--- config.mk ---
export PLATFORM = sky130hd
export DESIGN_NAME = gpio_port_with_spi_temp_sensor
export DESIGN_NICKNAME = d
export VERILOG_FILES = /design/src/sv/gpts_pkg.sv /design/src/sv/gpio_port_with_spi_temp_sensor.sv
export VERILOG_INCLUDE_DIRS = /design/src /design/src/sv
export SDC_FILE = /design/constraint.sdc
export NUM_CORES = 1
export LEC_CHECK = 0
export BUFFER_PORTS_ARGS = -buffer_cell sky130_fd_sc_hd__buf_2
export CAP_MARGIN = 10
export CORE_UTILIZATION = 55
export DETAILED_ROUTE_END_ITERATION = 8
export GPL_ROUTABILITY_DRIVEN = 1
export PLACE_DENSITY_LB_ADDON = 0.2
export SYNTH_ARGS = -nofsm -noshare
export SYNTH_HDL_FRONTEND = slang
export SYNTH_SLANG_ARGS = --single-unit
--- constraint.sdc ---
create_clock -name clk -period 4.45 [get_ports clk]
set_input_delay 1.1125 -clock clk [delete_from_list [all_inputs] [get_ports clk]]
set_output_delay 1.1125 -clock clk [all_outputs]
set_load 0.005 [all_outputs]
--- src/sv/gpio_port_with_spi_temp_sensor_assert.svh ---
// Assertion macros shared by the GPIO port block.
`ifndef GPIO_PORT_WITH_SPI_TEMP_SENSOR_ASSERT_SVH
`define GPIO_PORT_WITH_SPI_TEMP_SENSOR_ASSERT_SVH

`ifndef SYNTHESIS
// Condition that must hold in the same cycle as the trigger.
`define GPTS_ASSERT_NOW(label, clock, rstn, trig, cond) \
	label: assert property (@(posedge clock) disable iff (!(rstn)) (trig) |-> (cond)) \
		else $error("gpio port assertion failed");
// Condition that must hold in the cycle after the trigger.
`define GPTS_ASSERT_NEXT(label, clock, rstn, trig, cond) \
	label: assert property (@(posedge clock) disable iff (!(rstn)) (trig) |=> (cond)) \
		else $error("gpio port assertion failed");
`else
`define GPTS_ASSERT_NOW(label, clock, rstn, trig, cond)
`define GPTS_ASSERT_NEXT(label, clock, rstn, trig, cond)
`endif

`endif

--- src/sv/gpts_pkg.sv ---
package gpts_pkg;

	typedef enum logic {
		REQ_READ  = 1'b0,
		REQ_WRITE = 1'b1
	} req_kind_t;

	// Register word indexes.
	localparam logic [4:0] IDX_PA_OUT = 5'd0;
	localparam logic [4:0] IDX_PA_IN  = 5'd1;
	localparam logic [4:0] IDX_PA_OE  = 5'd2;
	localparam logic [4:0] IDX_PD_OUT = 5'd16;
	localparam logic [4:0] IDX_PD_IN  = 5'd17;
	localparam logic [4:0] IDX_PD_OE  = 5'd18;

	localparam logic [4:0]  SENSOR_BITS = 5'd16;
	localparam logic [16:0] TEMP_WORD   = 17'h00b9f;
	localparam logic [16:0] ID_WORD     = 17'h08100;
	localparam logic [7:0]  CMD_TEMP    = 8'h00;
	localparam logic [7:0]  CMD_ID      = 8'hff;

	typedef struct packed {
		logic [16:0] shift;
		logic [4:0]  bits_left;
		logic        in_phase;
		logic [15:0] command;
	} sensor_t;

endpackage

--- src/sv/gpio_port_with_spi_temp_sensor.sv ---
// GPIO register block with a bit-banged SPI temperature sensor on port D and three latched
// flash control pins (ALE, CLE, CE) taken from bits 6, 5 and 4 of writes to port A output.
// Each request is one 32-bit register access and returns one result: read data (zero for
// writes and for indexes past the register file) plus the flash pins as they stand after
// the access. Requests pass through an input register and then a result register, and a
// result waits in its register until out_ready takes it; one request is taken every cycle
// while results are drained, and the register file write and the sensor step for a request
// finish in the single pass between the two registers. Reads of the port A and port D
// input words return the output latch ANDed with the output enable, with the flash ready
// pin at bit 7 and the sensor's serial data at bit 4 respectively.
`include "gpio_port_with_spi_temp_sensor_assert.svh"

module gpio_port_with_spi_temp_sensor #(
	parameter int NUM_REGS = 23
) (
	input  logic        clk,
	input  logic        arst_n,
	input  logic        in_valid,
	output logic        in_ready,
	input  logic        req_type,
	input  logic [4:0]  word_index,
	input  logic [31:0] write_data,
	input  logic        flash_ready,
	output logic        out_valid,
	input  logic        out_ready,
	output logic [31:0] read_data,
	output logic        flash_ale,
	output logic        flash_cle,
	output logic        flash_ce
);
	import gpts_pkg::*;

	localparam int         IDX_W      = $clog2(NUM_REGS);
	localparam logic [5:0] NUM_REGS_W = 6'(NUM_REGS);

	logic              valid_s1;
	logic              req_type_s1;
	logic [4:0]        word_index_s1;
	logic [31:0]       write_data_s1;
	logic              flash_ready_s1;

	logic              out_valid_q;
	logic [31:0]       read_data_q;
	logic [31:0]       reg_q [NUM_REGS];
	sensor_t           sensor_q;
	logic [2:0]        flash_pins_q;

	logic              advance;
	logic              is_write;
	logic              in_range;
	logic [IDX_W-1:0]  widx;
	logic              pd_edge;
	logic              sck;
	logic              sdi;
	logic [4:0]        bits_dec;
	sensor_t           sensor_d;
	logic [2:0]        flash_d;
	logic [31:0]       rdata;

	assign advance  = valid_s1 && (!out_valid_q || out_ready);
	assign in_ready = !valid_s1 || advance;

	assign is_write = (req_type_s1 == REQ_WRITE);
	assign in_range = ({1'b0, word_index_s1} < NUM_REGS_W);
	assign widx     = word_index_s1[IDX_W-1:0];
	assign sck      = write_data_s1[1];
	assign sdi      = write_data_s1[4];
	// The sensor only sees a clock edge when the clock bit of port D actually toggles.
	assign pd_edge  = is_write && (word_index_s1 == IDX_PD_OUT) &&
		(reg_q[IDX_PD_OUT][1] ^ write_data_s1[1]);

	always_comb begin
		sensor_d = sensor_q;
		bits_dec = '0;
		if (pd_edge) begin
			// A count of zero is only seen after reset; it starts a fresh output phase.
			if (sensor_q.bits_left == '0) begin
				sensor_d.bits_left = SENSOR_BITS;
				sensor_d.in_phase  = 1'b0;
			end
			bits_dec = sensor_d.bits_left - 5'd1;
			if (!sensor_d.in_phase) begin
				if (!sck) begin
					sensor_d.bits_left = bits_dec;
					sensor_d.shift     = {sensor_d.shift[15:0], 1'b0};
					if (bits_dec == '0) begin
						sensor_d.shift     = '0;
						sensor_d.in_phase  = 1'b1;
						sensor_d.bits_left = SENSOR_BITS;
					end
				end
			end else if (sck) begin
				sensor_d.bits_left = bits_dec;
				sensor_d.shift     = {sensor_d.shift[15:0], sdi};
				if (bits_dec == '0) begin
					sensor_d.command   = sensor_d.shift[15:0];
					sensor_d.in_phase  = 1'b0;
					sensor_d.bits_left = SENSOR_BITS;
					if (sensor_d.command[7:0] == CMD_TEMP) begin
						sensor_d.shift = TEMP_WORD;
					end else if (sensor_d.command[7:0] == CMD_ID) begin
						sensor_d.shift = ID_WORD;
					end
				end
			end
		end
	end

	always_comb begin
		flash_d = flash_pins_q;
		if (is_write && (word_index_s1 == IDX_PA_OUT)) begin
			flash_d = {write_data_s1[6], write_data_s1[5], write_data_s1[4]};
		end
	end

	always_comb begin
		rdata = '0;
		if (!is_write && in_range) begin
			if (word_index_s1 == IDX_PA_IN) begin
				rdata = (reg_q[IDX_PA_OUT] & reg_q[IDX_PA_OE]) |
					{24'b0, flash_ready_s1, 7'b0};
			end else if (word_index_s1 == IDX_PD_IN) begin
				rdata = (reg_q[IDX_PD_OUT] & reg_q[IDX_PD_OE]) |
					{27'b0, sensor_q.shift[16], 4'b0};
			end else begin
				rdata = reg_q[widx];
			end
		end
	end

	always_ff @(posedge clk or negedge arst_n) begin
		if (!arst_n) begin
			valid_s1 <= 1'b0;
		end else if (in_ready) begin
			valid_s1 <= in_valid;
		end
	end

	always_ff @(posedge clk) begin
		if (in_valid && in_ready) begin
			req_type_s1    <= req_type;
			word_index_s1  <= word_index;
			write_data_s1  <= write_data;
			flash_ready_s1 <= flash_ready;
		end
	end

	always_ff @(posedge clk or negedge arst_n) begin
		if (!arst_n) begin
			out_valid_q <= 1'b0;
		end else if (advance) begin
			out_valid_q <= 1'b1;
		end else if (out_ready) begin
			out_valid_q <= 1'b0;
		end
	end

	always_ff @(posedge clk) begin
		if (advance) begin
			read_data_q <= rdata;
		end
	end

	always_ff @(posedge clk or negedge arst_n) begin
		if (!arst_n) begin
			for (int i = 0; i < NUM_REGS; i++) begin
				reg_q[i] <= '0;
			end
			sensor_q     <= '0;
			flash_pins_q <= '0;
		end else if (advance) begin
			if (is_write && in_range) begin
				reg_q[widx] <= write_data_s1;
			end
			sensor_q     <= sensor_d;
			flash_pins_q <= flash_d;
		end
	end

	// The pins only move when a result is loaded, so they stay steady while it waits.
	assign out_valid = out_valid_q;
	assign read_data = read_data_q;
	assign flash_ale = flash_pins_q[2];
	assign flash_cle = flash_pins_q[1];
	assign flash_ce  = flash_pins_q[0];

	`GPTS_ASSERT_NOW(a_bits_range, clk, arst_n, 1'b1, sensor_q.bits_left <= SENSOR_BITS)
	`GPTS_ASSERT_NOW(a_in_phase_count, clk, arst_n, sensor_q.in_phase, sensor_q.bits_left != '0)
	`GPTS_ASSERT_NEXT(a_pins_hold, clk, arst_n,
		!(advance && is_write && (word_index_s1 == IDX_PA_OUT)), $stable(flash_pins_q))

endmodule

==> run summary, run 1 <==
Part of the power in combinational logic -> 11.2%
DRC -> 0
Die width -> 263 um
# setup viols final -> 0
Critical path data arrival time -> 3.90 ns
Post-cts resize count -> 0
Cell Rows -> 95
Pleak -> 19.1 nW
Highest routed layer -> met4
Max Clock Freq -> 296 MHz
GRT Util Overall -> 29.2%
WL met3 -> 5110 um
Total CTS buffers -> 87
TritonCTS clock tree -> done
Hold WC Path Type -> in2async
Final period utilization -> 75.9%
Pint -> 0.0140 W
Skew-Pair Late Insertion Delay -> 0.66 ns
Post-synthesis cell type count -> 61
Simple-Gate Fraction of Synth Area -> 3.10%
Full die area -> 69000 um2
Largest net degree at the start of global routing -> 129
Post-Syn Area -> 37400 um2
Sequential power share -> 49.7%
Crit path cell chain -> nor2b_4, nand4_1, nor2_4, buf_4, mux2_2
Diodes inserted -> 0
First-pass GRT wire length -> 152000 um
WL met2 -> 47600 um
Status -> complete, no violations
Floorplan core area -> 67200 um2
Post-CTS Repair Setup Buffers -> 0
Synthesis-stage register bit count -> 835
Clk_skew -> 0.0293 ns
Number of global-route vias before repair -> 24000
Number of flops mapped to enable cells by yosys -> 71
Largest family of logic cells by synthesized area -> multiplexers
MaxCap Viol Count -> 0
Initial antenna violation count -> 0
Min Hold Slack -> 0.447 ns
Hold Vio Cnt, Final -> 0
Mean routed wirelength per cell -> 28.3 um
Sw Share -> 24.7%
Crit path required time -> 4.97 ns
Post-synthesis mux area share -> 31.8%
Maximum vdd ir drop -> 0.347 mV
Layout cells sized above 1 -> 46.1%
Critical Path Start Type -> flop
Reg-to-reg setup timing slack -> 1.07 ns
Synthesis Warnings -> 0
H-tree lvl count -> 3
Highest fanout seen on the critical path -> 32
Starting Density -> 55.6%
Unrepaired setup endpoints after global routing -> no
Syn avg cell area -> 15.1 um2
CP max stage cell -> buf_4
Fin. max-slew vios -> 0
Synth Area in Compound Gates -> 5.25%
Slew headroom -> 21.9%
Fill count -> 4879
Routed WL -> 97600 um
Min cycle time layout -> 3.38 ns
Slew @ Worst Pin -> 1.17 ns
Post-Syn Nets -> 2526
Clock sink total -> 835
Clk pwr share -> 39.0%
Psw -> 0.00459 W
Final net count -> 2553
Cell area power density -> 443 nW/um2
Setup TNS -> 0 ns
Post-synthesis async set-or-reset flop share -> 91.5%
Worst path max stage delay -> 0.68 ns
Synth-to-Final Area Change -> 12.1%
Post-synthesis adder-cell area fraction -> 0.0670%
Sequential area share after synthesis -> 56.9%
Met1 wire length -> 42000 um
Kind of critical path -> reg2reg
Via count -> 22300
DRT Pass-1 Iters -> 5
Worst slack, placed -> 0.884 ns
Ports -> 80
Port-buffer cells -> 79
RePlAce Congestion -> 0.845
Initial DRC Count -> 1971
Max Buffers Root-to-Sink -> 3
Clock transition at the registers of the reported paths -> 0.06 ns
Post-Synth XOR/XNOR Area -> 0.0469%
Cells after Synth -> 2481
Tot Pwr -> 0.0186 W
GR Overflow Total -> 0
Primary FF master, synth -> dfrtp_1
Post-route ant nets -> 0
Critical path capture point type -> flop
DR vias/cell -> 6.46
Clock Tree Root -> clkbuf_16
Setup ws final -> 1.07 ns
Post-CTS Hold Buffers -> 0
DP Wirelength -> 57600 um
Die H -> 263 um
## state kept, by name (all words and copies together), names as in the netlist
register	count
out_valid	1
flash_ready_s1	1
flash_pins_q	3
valid_s1	1
read_data	32
widx	5
is_write	1
reg_q	736
write_data_s1	32
sensor_q	23
## stage by stage
stage	cell area (um2)	cells	util [%]
final	41900	3454	62.4
after global routing	41900	3454	62.4
after CTS	41900	3454	62.4
after detailed placement	39000	3292	58.1
after global placement	39000	3292	58.1
after floorplan	37400	2481	-
## power groups by stage
stage	Clock [W]	Sequential (W)	Combinational, W
floorplan	0	0.00907	0.00159
global placement	0	0.00927	0.00201
detailed placement	0	0.00935	0.00210
CTS	0.00737	0.00922	0.00211
global route	0.00767	0.00935	0.00226
finish	0.00725	0.00924	0.00208
## final timing paths
kind | startpoint | depth (start not counted) | endpoint
worst max-delay path | widx[0] | 5 | reg_q[521]
worst min-delay path | arst_n | 1 | reg_q[202]
worst max register to register | widx[0] | 5 | reg_q[521]
worst min register to register | reg_q[100] | 1 | reg_q[100]
max in group asynchronous | arst_n | 2 | reg_q[50]
min in group clk | reg_q[100] | 1 | reg_q[100]
## routing by layer
layer / vias to the layer above / track usage, %
met3: 176 / 4.41
met4: 0 / 9.24
met1: 12000 / 41.0
met2: 682 / 47.2
li1: 9397 / -
met5: - / 0
## synth_stat cells, types with 2 or more instances
| cell type | instances | share of area, % |
|---|---|---|
| buf_2 | 90 | 1.2 |
| buf_4 | 8 | 0.16 |
| nor2b_1 | 3 | 0.050 |
| nor3_2 | 5 | 0.13 |
| a221oi_1 | 13 | 0.30 |
| mux2i_1 | 33 | 0.88 |
| a22oi_1 | 57 | 1.1 |
| o2111ai_1 | 2 | 0.047 |
| dfrtp_1 | 764 | 51 |
| nor4_2 | 3 | 0.10 |
| ha_1 | 2 | 0.067 |
| o21ai_0 | 39 | 0.52 |
| mux2_2 | 689 | 21 |
| nor3_1 | 4 | 0.054 |
| buf_1 | 6 | 0.060 |
| nand2b_1 | 11 | 0.18 |
| edfxtp_1 | 71 | 5.7 |
| mux2_1 | 18 | 0.54 |
| o2bb2ai_1 | 33 | 0.77 |
| a22o_1 | 13 | 0.30 |
| inv_1 | 16 | 0.16 |
| nor3b_1 | 2 | 0.040 |
| o41ai_1 | 7 | 0.16 |
| mux4_2 | 160 | 9.6 |
| and3_1 | 49 | 0.82 |
| a31oi_1 | 33 | 0.55 |
| nor4_1 | 3 | 0.050 |
| o21a_1 | 2 | 0.040 |
| a221o_1 | 13 | 0.35 |
| nand3_1 | 2 | 0.027 |
| o31ai_1 | 2 | 0.040 |
| nand4_1 | 4 | 0.067 |
| a21oi_1 | 7 | 0.094 |
| and2_1 | 2 | 0.033 |
| clkbuf_1 | 122 | 1.2 |
| or2_2 | 4 | 0.067 |
| nor2_1 | 27 | 0.27 |
| nand2_1 | 106 | 1.1 |
| a21o_1 | 2 | 0.040 |
| o22ai_1 | 32 | 0.54 |
| xor2_1 | 2 | 0.047 |
## worst max-delay path, delay by kind of cell (launching register included)
family / cells / cell delay [ns]
simple gates: 3 / 1.48
mux: 1 / 0.41
flops: 1 / 0.66
buf+inv: 1 / 0.68
## kinds of logic (layout without fill, tap and decap cells)
family,Yosys count,after routing
buffers and inverters,242,342
flip-flops,835,835
XOR/XNOR,2,2
AO/OA/AOI/OAI,269,269
AND/OR/NAND/NOR,231,231
multiplexers,900,900
adder cells (fa/ha/maj),2,2
## layout by cell type, fill, tap and decap left out, drive strengths merged, types with 3 or more instances in the layout
cell      instances
a21oi             7
a221o            13
a221oi           13
a22o             13
a22oi            57
a31oi            33
and3             49
buf             164
bufinv            5
clkbuf          125
clkinv           21
clkinvlp          7
dfrtp           764
edfxtp           71
inv              20
mux2            707
mux2i            33
mux4            160
nand2           106
nand2b           11
nand4             5
nor2             27
nor2b             3
nor3              9
nor4              6
o21ai            40
o22ai            32
o2bb2ai          33
o41ai             7
or2               4
## final cells by class
type,count,area [um2],area share [%]
clock inverters,37,378,0.902
flip-flops and latches,835,21300,50.7
well taps,873,1090,2.61
clock buffers,125,2480,5.93
multi-input cells,1404,15300,36.5
inverters,16,60.1,0.143
repair buffers,164,1320,3.15
(Power assumes the default switching activity.)
==> inputs of run 2 (changes only) <==
- ABC_AREA: unset -> 1
- clock period: 4.45 -> 3.4 ns (I/O delays scaled with it)
==> run 2 against run 1 <==
Net effect:
- utilization shrank 0.70 points
- clock skew shrank 0.0049 ns
- worst setup slack lost 0.39 ns
- first-iteration DRC count grew 98%
- largest power group unchanged
- combinational power grew 58%
- final cell count grew 69%
- clock power grew 31%
- flip-flop and latch count is the same
- largest cell class unchanged
- clock-buffer cell count grew 13
- sequential power grew 33%
- routed wire length grew 12%
- total power grew 35%
==> run summary, run 2 <==
Status -> complete, no violations
Routed WL -> 109000 um (+12%)
Crit path required time -> 3.85 ns (-1.12 ns)
Synth area leader -> dfrtp_1
Pleak -> 21.1 nW (+11%)
Primary FF master, synth -> dfrtp_1
Sequential area share after synthesis -> 55.3% (-1.5 points)
Most common cell after layout, fill and taps aside -> nand2_1
Total CTS buffers -> 89 (+2.3%)
Synthesis-stage register bit count -> 835 (unchanged)
Top cell type's share of synthesized area -> 49.8% (-1.4 points)
Min Hold Slack -> 0.233 ns (-0.215 ns)
Port-buffer cells -> 79 (unchanged)
Hold Vio Cnt, Final -> 0 (unchanged)
Most flops, register -> reg_q
GR Overflow Total -> 0 (unchanged)
Synth-to-Final Area Change -> 10.5%
Syn avg cell area -> 7.79 um2 (-48%)
Clock Tree Root -> clkbuf_16
Diodes inserted -> 0 (unchanged)
DRT Pass-1 Iters -> 5 (unchanged)
Slew @ Worst Pin -> 1.02 ns (-0.148 ns)
Fin. max-slew vios -> 0 (unchanged)
Hold WC Path Type -> in2async
Starting Density -> 55.8% (+0.16 points)
Highest fanout seen on the critical path -> 154 (+380%)
Critical path capture point type -> flop
Floorplan core area -> 68800 um2 (+2.5%)
Slew headroom -> 31.9% (+10 points)
Post-cts resize count -> 0 (unchanged)
Final net count -> 4890 (+92%)
Initial antenna violation count -> 0 (unchanged)
DRC -> 0 (unchanged)
Ports -> 80 (unchanged)
FF-to-FF path depth -> 12 (+7)
H-tree lvl count -> 3 (unchanged)
Critical Path Start Type -> flop
# setup viols final -> 0 (unchanged)
Critical path data arrival time -> 3.16 ns (-0.74 ns)
Max Buffers Root-to-Sink -> 3 (unchanged)
Min cycle time layout -> 2.71 ns (-0.664 ns)
Simple-Gate Fraction of Synth Area -> 29.0% (+26 points)
GRT Util Overall -> 31.3% (+2.1 points)
Post-synthesis async set-or-reset flop share -> 91.5% (unchanged)
Most common cell in the netlist -> nand2_1
Post-Syn Nets -> 4973 (+97%)
Maximum vdd ir drop -> 0.416 mV (+20%)
Setup TNS -> 0 ns (unchanged)
Cell Rows -> 96 (+1.1%)
Most frequent cells in the layout -> nand2_1 (2492), dfrtp_1 (764), o21ai_0 (562), nand3_1 (235), o21ai_1 (184)
Clock transition at the registers of the reported paths -> 0.06 ns (about the same)
Skew-Pair Late Insertion Delay -> 0.65 ns (about the same)
Largest cells by area after synthesis -> dfrtp_1 (50%), nand2_1 (24%), o21ai_0 (7.3%), edfxtp_1 (5.6%), nand3_1 (3.1%)
Crit Reg-Reg Endpoint -> read_data[15]
Final period utilization -> 79.8% (+3.9 points)
Die H -> 266 um (+1.4%)
Synth Area in Compound Gates -> 10.3% (+5.1 points)
DP Area -> 39600 um2 (+1.5%)
Kind of critical path -> reg2reg
Post-CTS Hold Buffers -> 0 (unchanged)
Cells after Synth -> 4928 (+99%)
Clk_skew -> 0.0244 ns (-0.00488 ns)
Post-synthesis adder-cell area fraction -> 0.0652% (-0.0018 points)
Synthesis Warnings -> 0 (unchanged)
First-pass GRT wire length -> 172000 um (+13%)
Post-CTS Repair Setup Buffers -> 0 (unchanged)
R2r startpoint -> widx[0]
Clock sink total -> 835 (unchanged)
Full die area -> 70900 um2 (+2.8%)
Reg-to-reg setup timing slack -> 0.69 ns (-0.39 ns)
Largest family of logic cells by synthesized area -> simple AND/OR/NAND/NOR gates
Initial DRC Count -> 3903 (+98%)
Largest net degree at the start of global routing -> 160 (+24%)
Post-Synth XOR/XNOR Area -> 0.0684% (+0.022 points)
Layout cells sized above 1 -> 7.49% (-39 points)
Cell area power density -> 591 nW/um2 (+33%)
Tot Pwr -> 0.0251 W (+35%)
Via count -> 32400 (+45%)
DR vias/cell -> 5.55 (-14%)
Die width -> 266 um (+1.4%)
DP Wirelength -> 61200 um (+6.3%)
Post-Syn Area -> 38400 um2 (+2.8%)
Post-synthesis cell type count -> 37 (-39%)
Unrepaired setup endpoints after global routing -> no
Post-synthesis mux area share -> 0% (-32 points)
Post-route ant nets -> 0 (unchanged)
Max FFs per register -> 736 (unchanged)
TritonCTS clock tree -> done
Mean routed wirelength per cell -> 18.7 um (-34%)
Max Clock Freq -> 369 MHz (+24%)
RePlAce Congestion -> 0.806 (-4.7%)
Number of global-route vias before repair -> 30300 (+26%)
Number of flops mapped to enable cells by yosys -> 71 (unchanged)
MaxCap Viol Count -> 0 (unchanged)
Most instantiated cells after synthesis -> nand2_1 (2497), dfrtp_1 (764), o21ai_0 (562)
Final instance area -> 42400 um2 (+1.3%)
run 2: cell types whose count changed after synthesis, moves of 160 or more:
cell	before	now
nand3_1	2	235
o21ai_1	0	184
mux4_2	160	0
nand2_1	106	2497
o21ai_0	39	562
mux2_2	689	0
run 2: critical path: stages, from the launching register on:
cell and delay [ns]:
edfxtp_1 0.54, inv_8 0.33, buf_12 0.57, nand2_1 0.13, nand2_1 0.10, nand2_1 0.05
nand2_1 0.08, nand2_1 0.04, nand2_1 0.08, nor2_1 0.04, nand2_1 0.07, nand2_1 0.07
a21oi_2 0.28
run 2: logic make-up after synthesis:
group / Yosys count
flip-flops: 835
AO/OA/AOI/OAI: 788
adder cells (fa/ha/maj): 2
buffers and inverters: 482
XOR/XNOR: 3
AND/OR/NAND/NOR: 2818
run 2: how the worst max path moves through the flow:
stage / startpoint / slack, ns / to
floorplan: out_ready / 1.16 / flash_ready_s1
global placement: out_ready / 0.66 / reg_q[477]
detailed placement: out_ready / 0.64 / reg_q[473]
CTS: widx[0] / 0.72 / reg_q[596]
global route: widx[0] / 0.50 / reg_q[596]
finish: widx[0] / 0.69 / read_data[15]
run 2: layout make-up:
type	count	area, um2
inverter	127	490
timing repair buffer	181	1470
sequential	835	21300
tap	931	1160
multi-input combinational	3611	15200
clock inverter	21	170
fill	6133	26400
clock buffer	138	2680
run 2: metal layers:
layer | up-vias | part of all wire, % | routed length (um) | global-route usage, %
li1 | 15500 | - | - | -
met3 | 228 | 8.0 | 8760 | 5.19
met5 | - | 0 | 0 | 0
met2 | 1223 | 45 | 49200 | 48.3
met1 | 15500 | 44 | 47600 | 44.7
met4 | 0 | 3.4 | 3750 | 11.6
run 2: power breakdown:
| part | internal [W] | total, W | switching, W | leakage (nW) |
|---|---|---|---|---|
| combinational | 0.00114 | 0.00328 | 0.00214 | 8.65 |
| sequential | 0.0115 | 0.0123 | 0.000818 | 11.1 |
| clock | 0.00554 | 0.00951 | 0.00397 | 1.40 |
| total | 0.0181 | 0.0251 | 0.00693 | 21.1 |
run 2: through the flow:
| stage | util [%] | std cells | worst slack (ns) |
|---|---|---|---|
| global route | 61.7 | 5844 | 0.504 |
| CTS | 61.7 | 5844 | 0.723 |
| global placement | 57.5 | 5685 | 0.659 |
| detailed placement | 57.5 | 5685 | 0.645 |
| floorplan | - | 4928 | 1.16 |
| finish | 61.7 | 5844 | 0.687 |
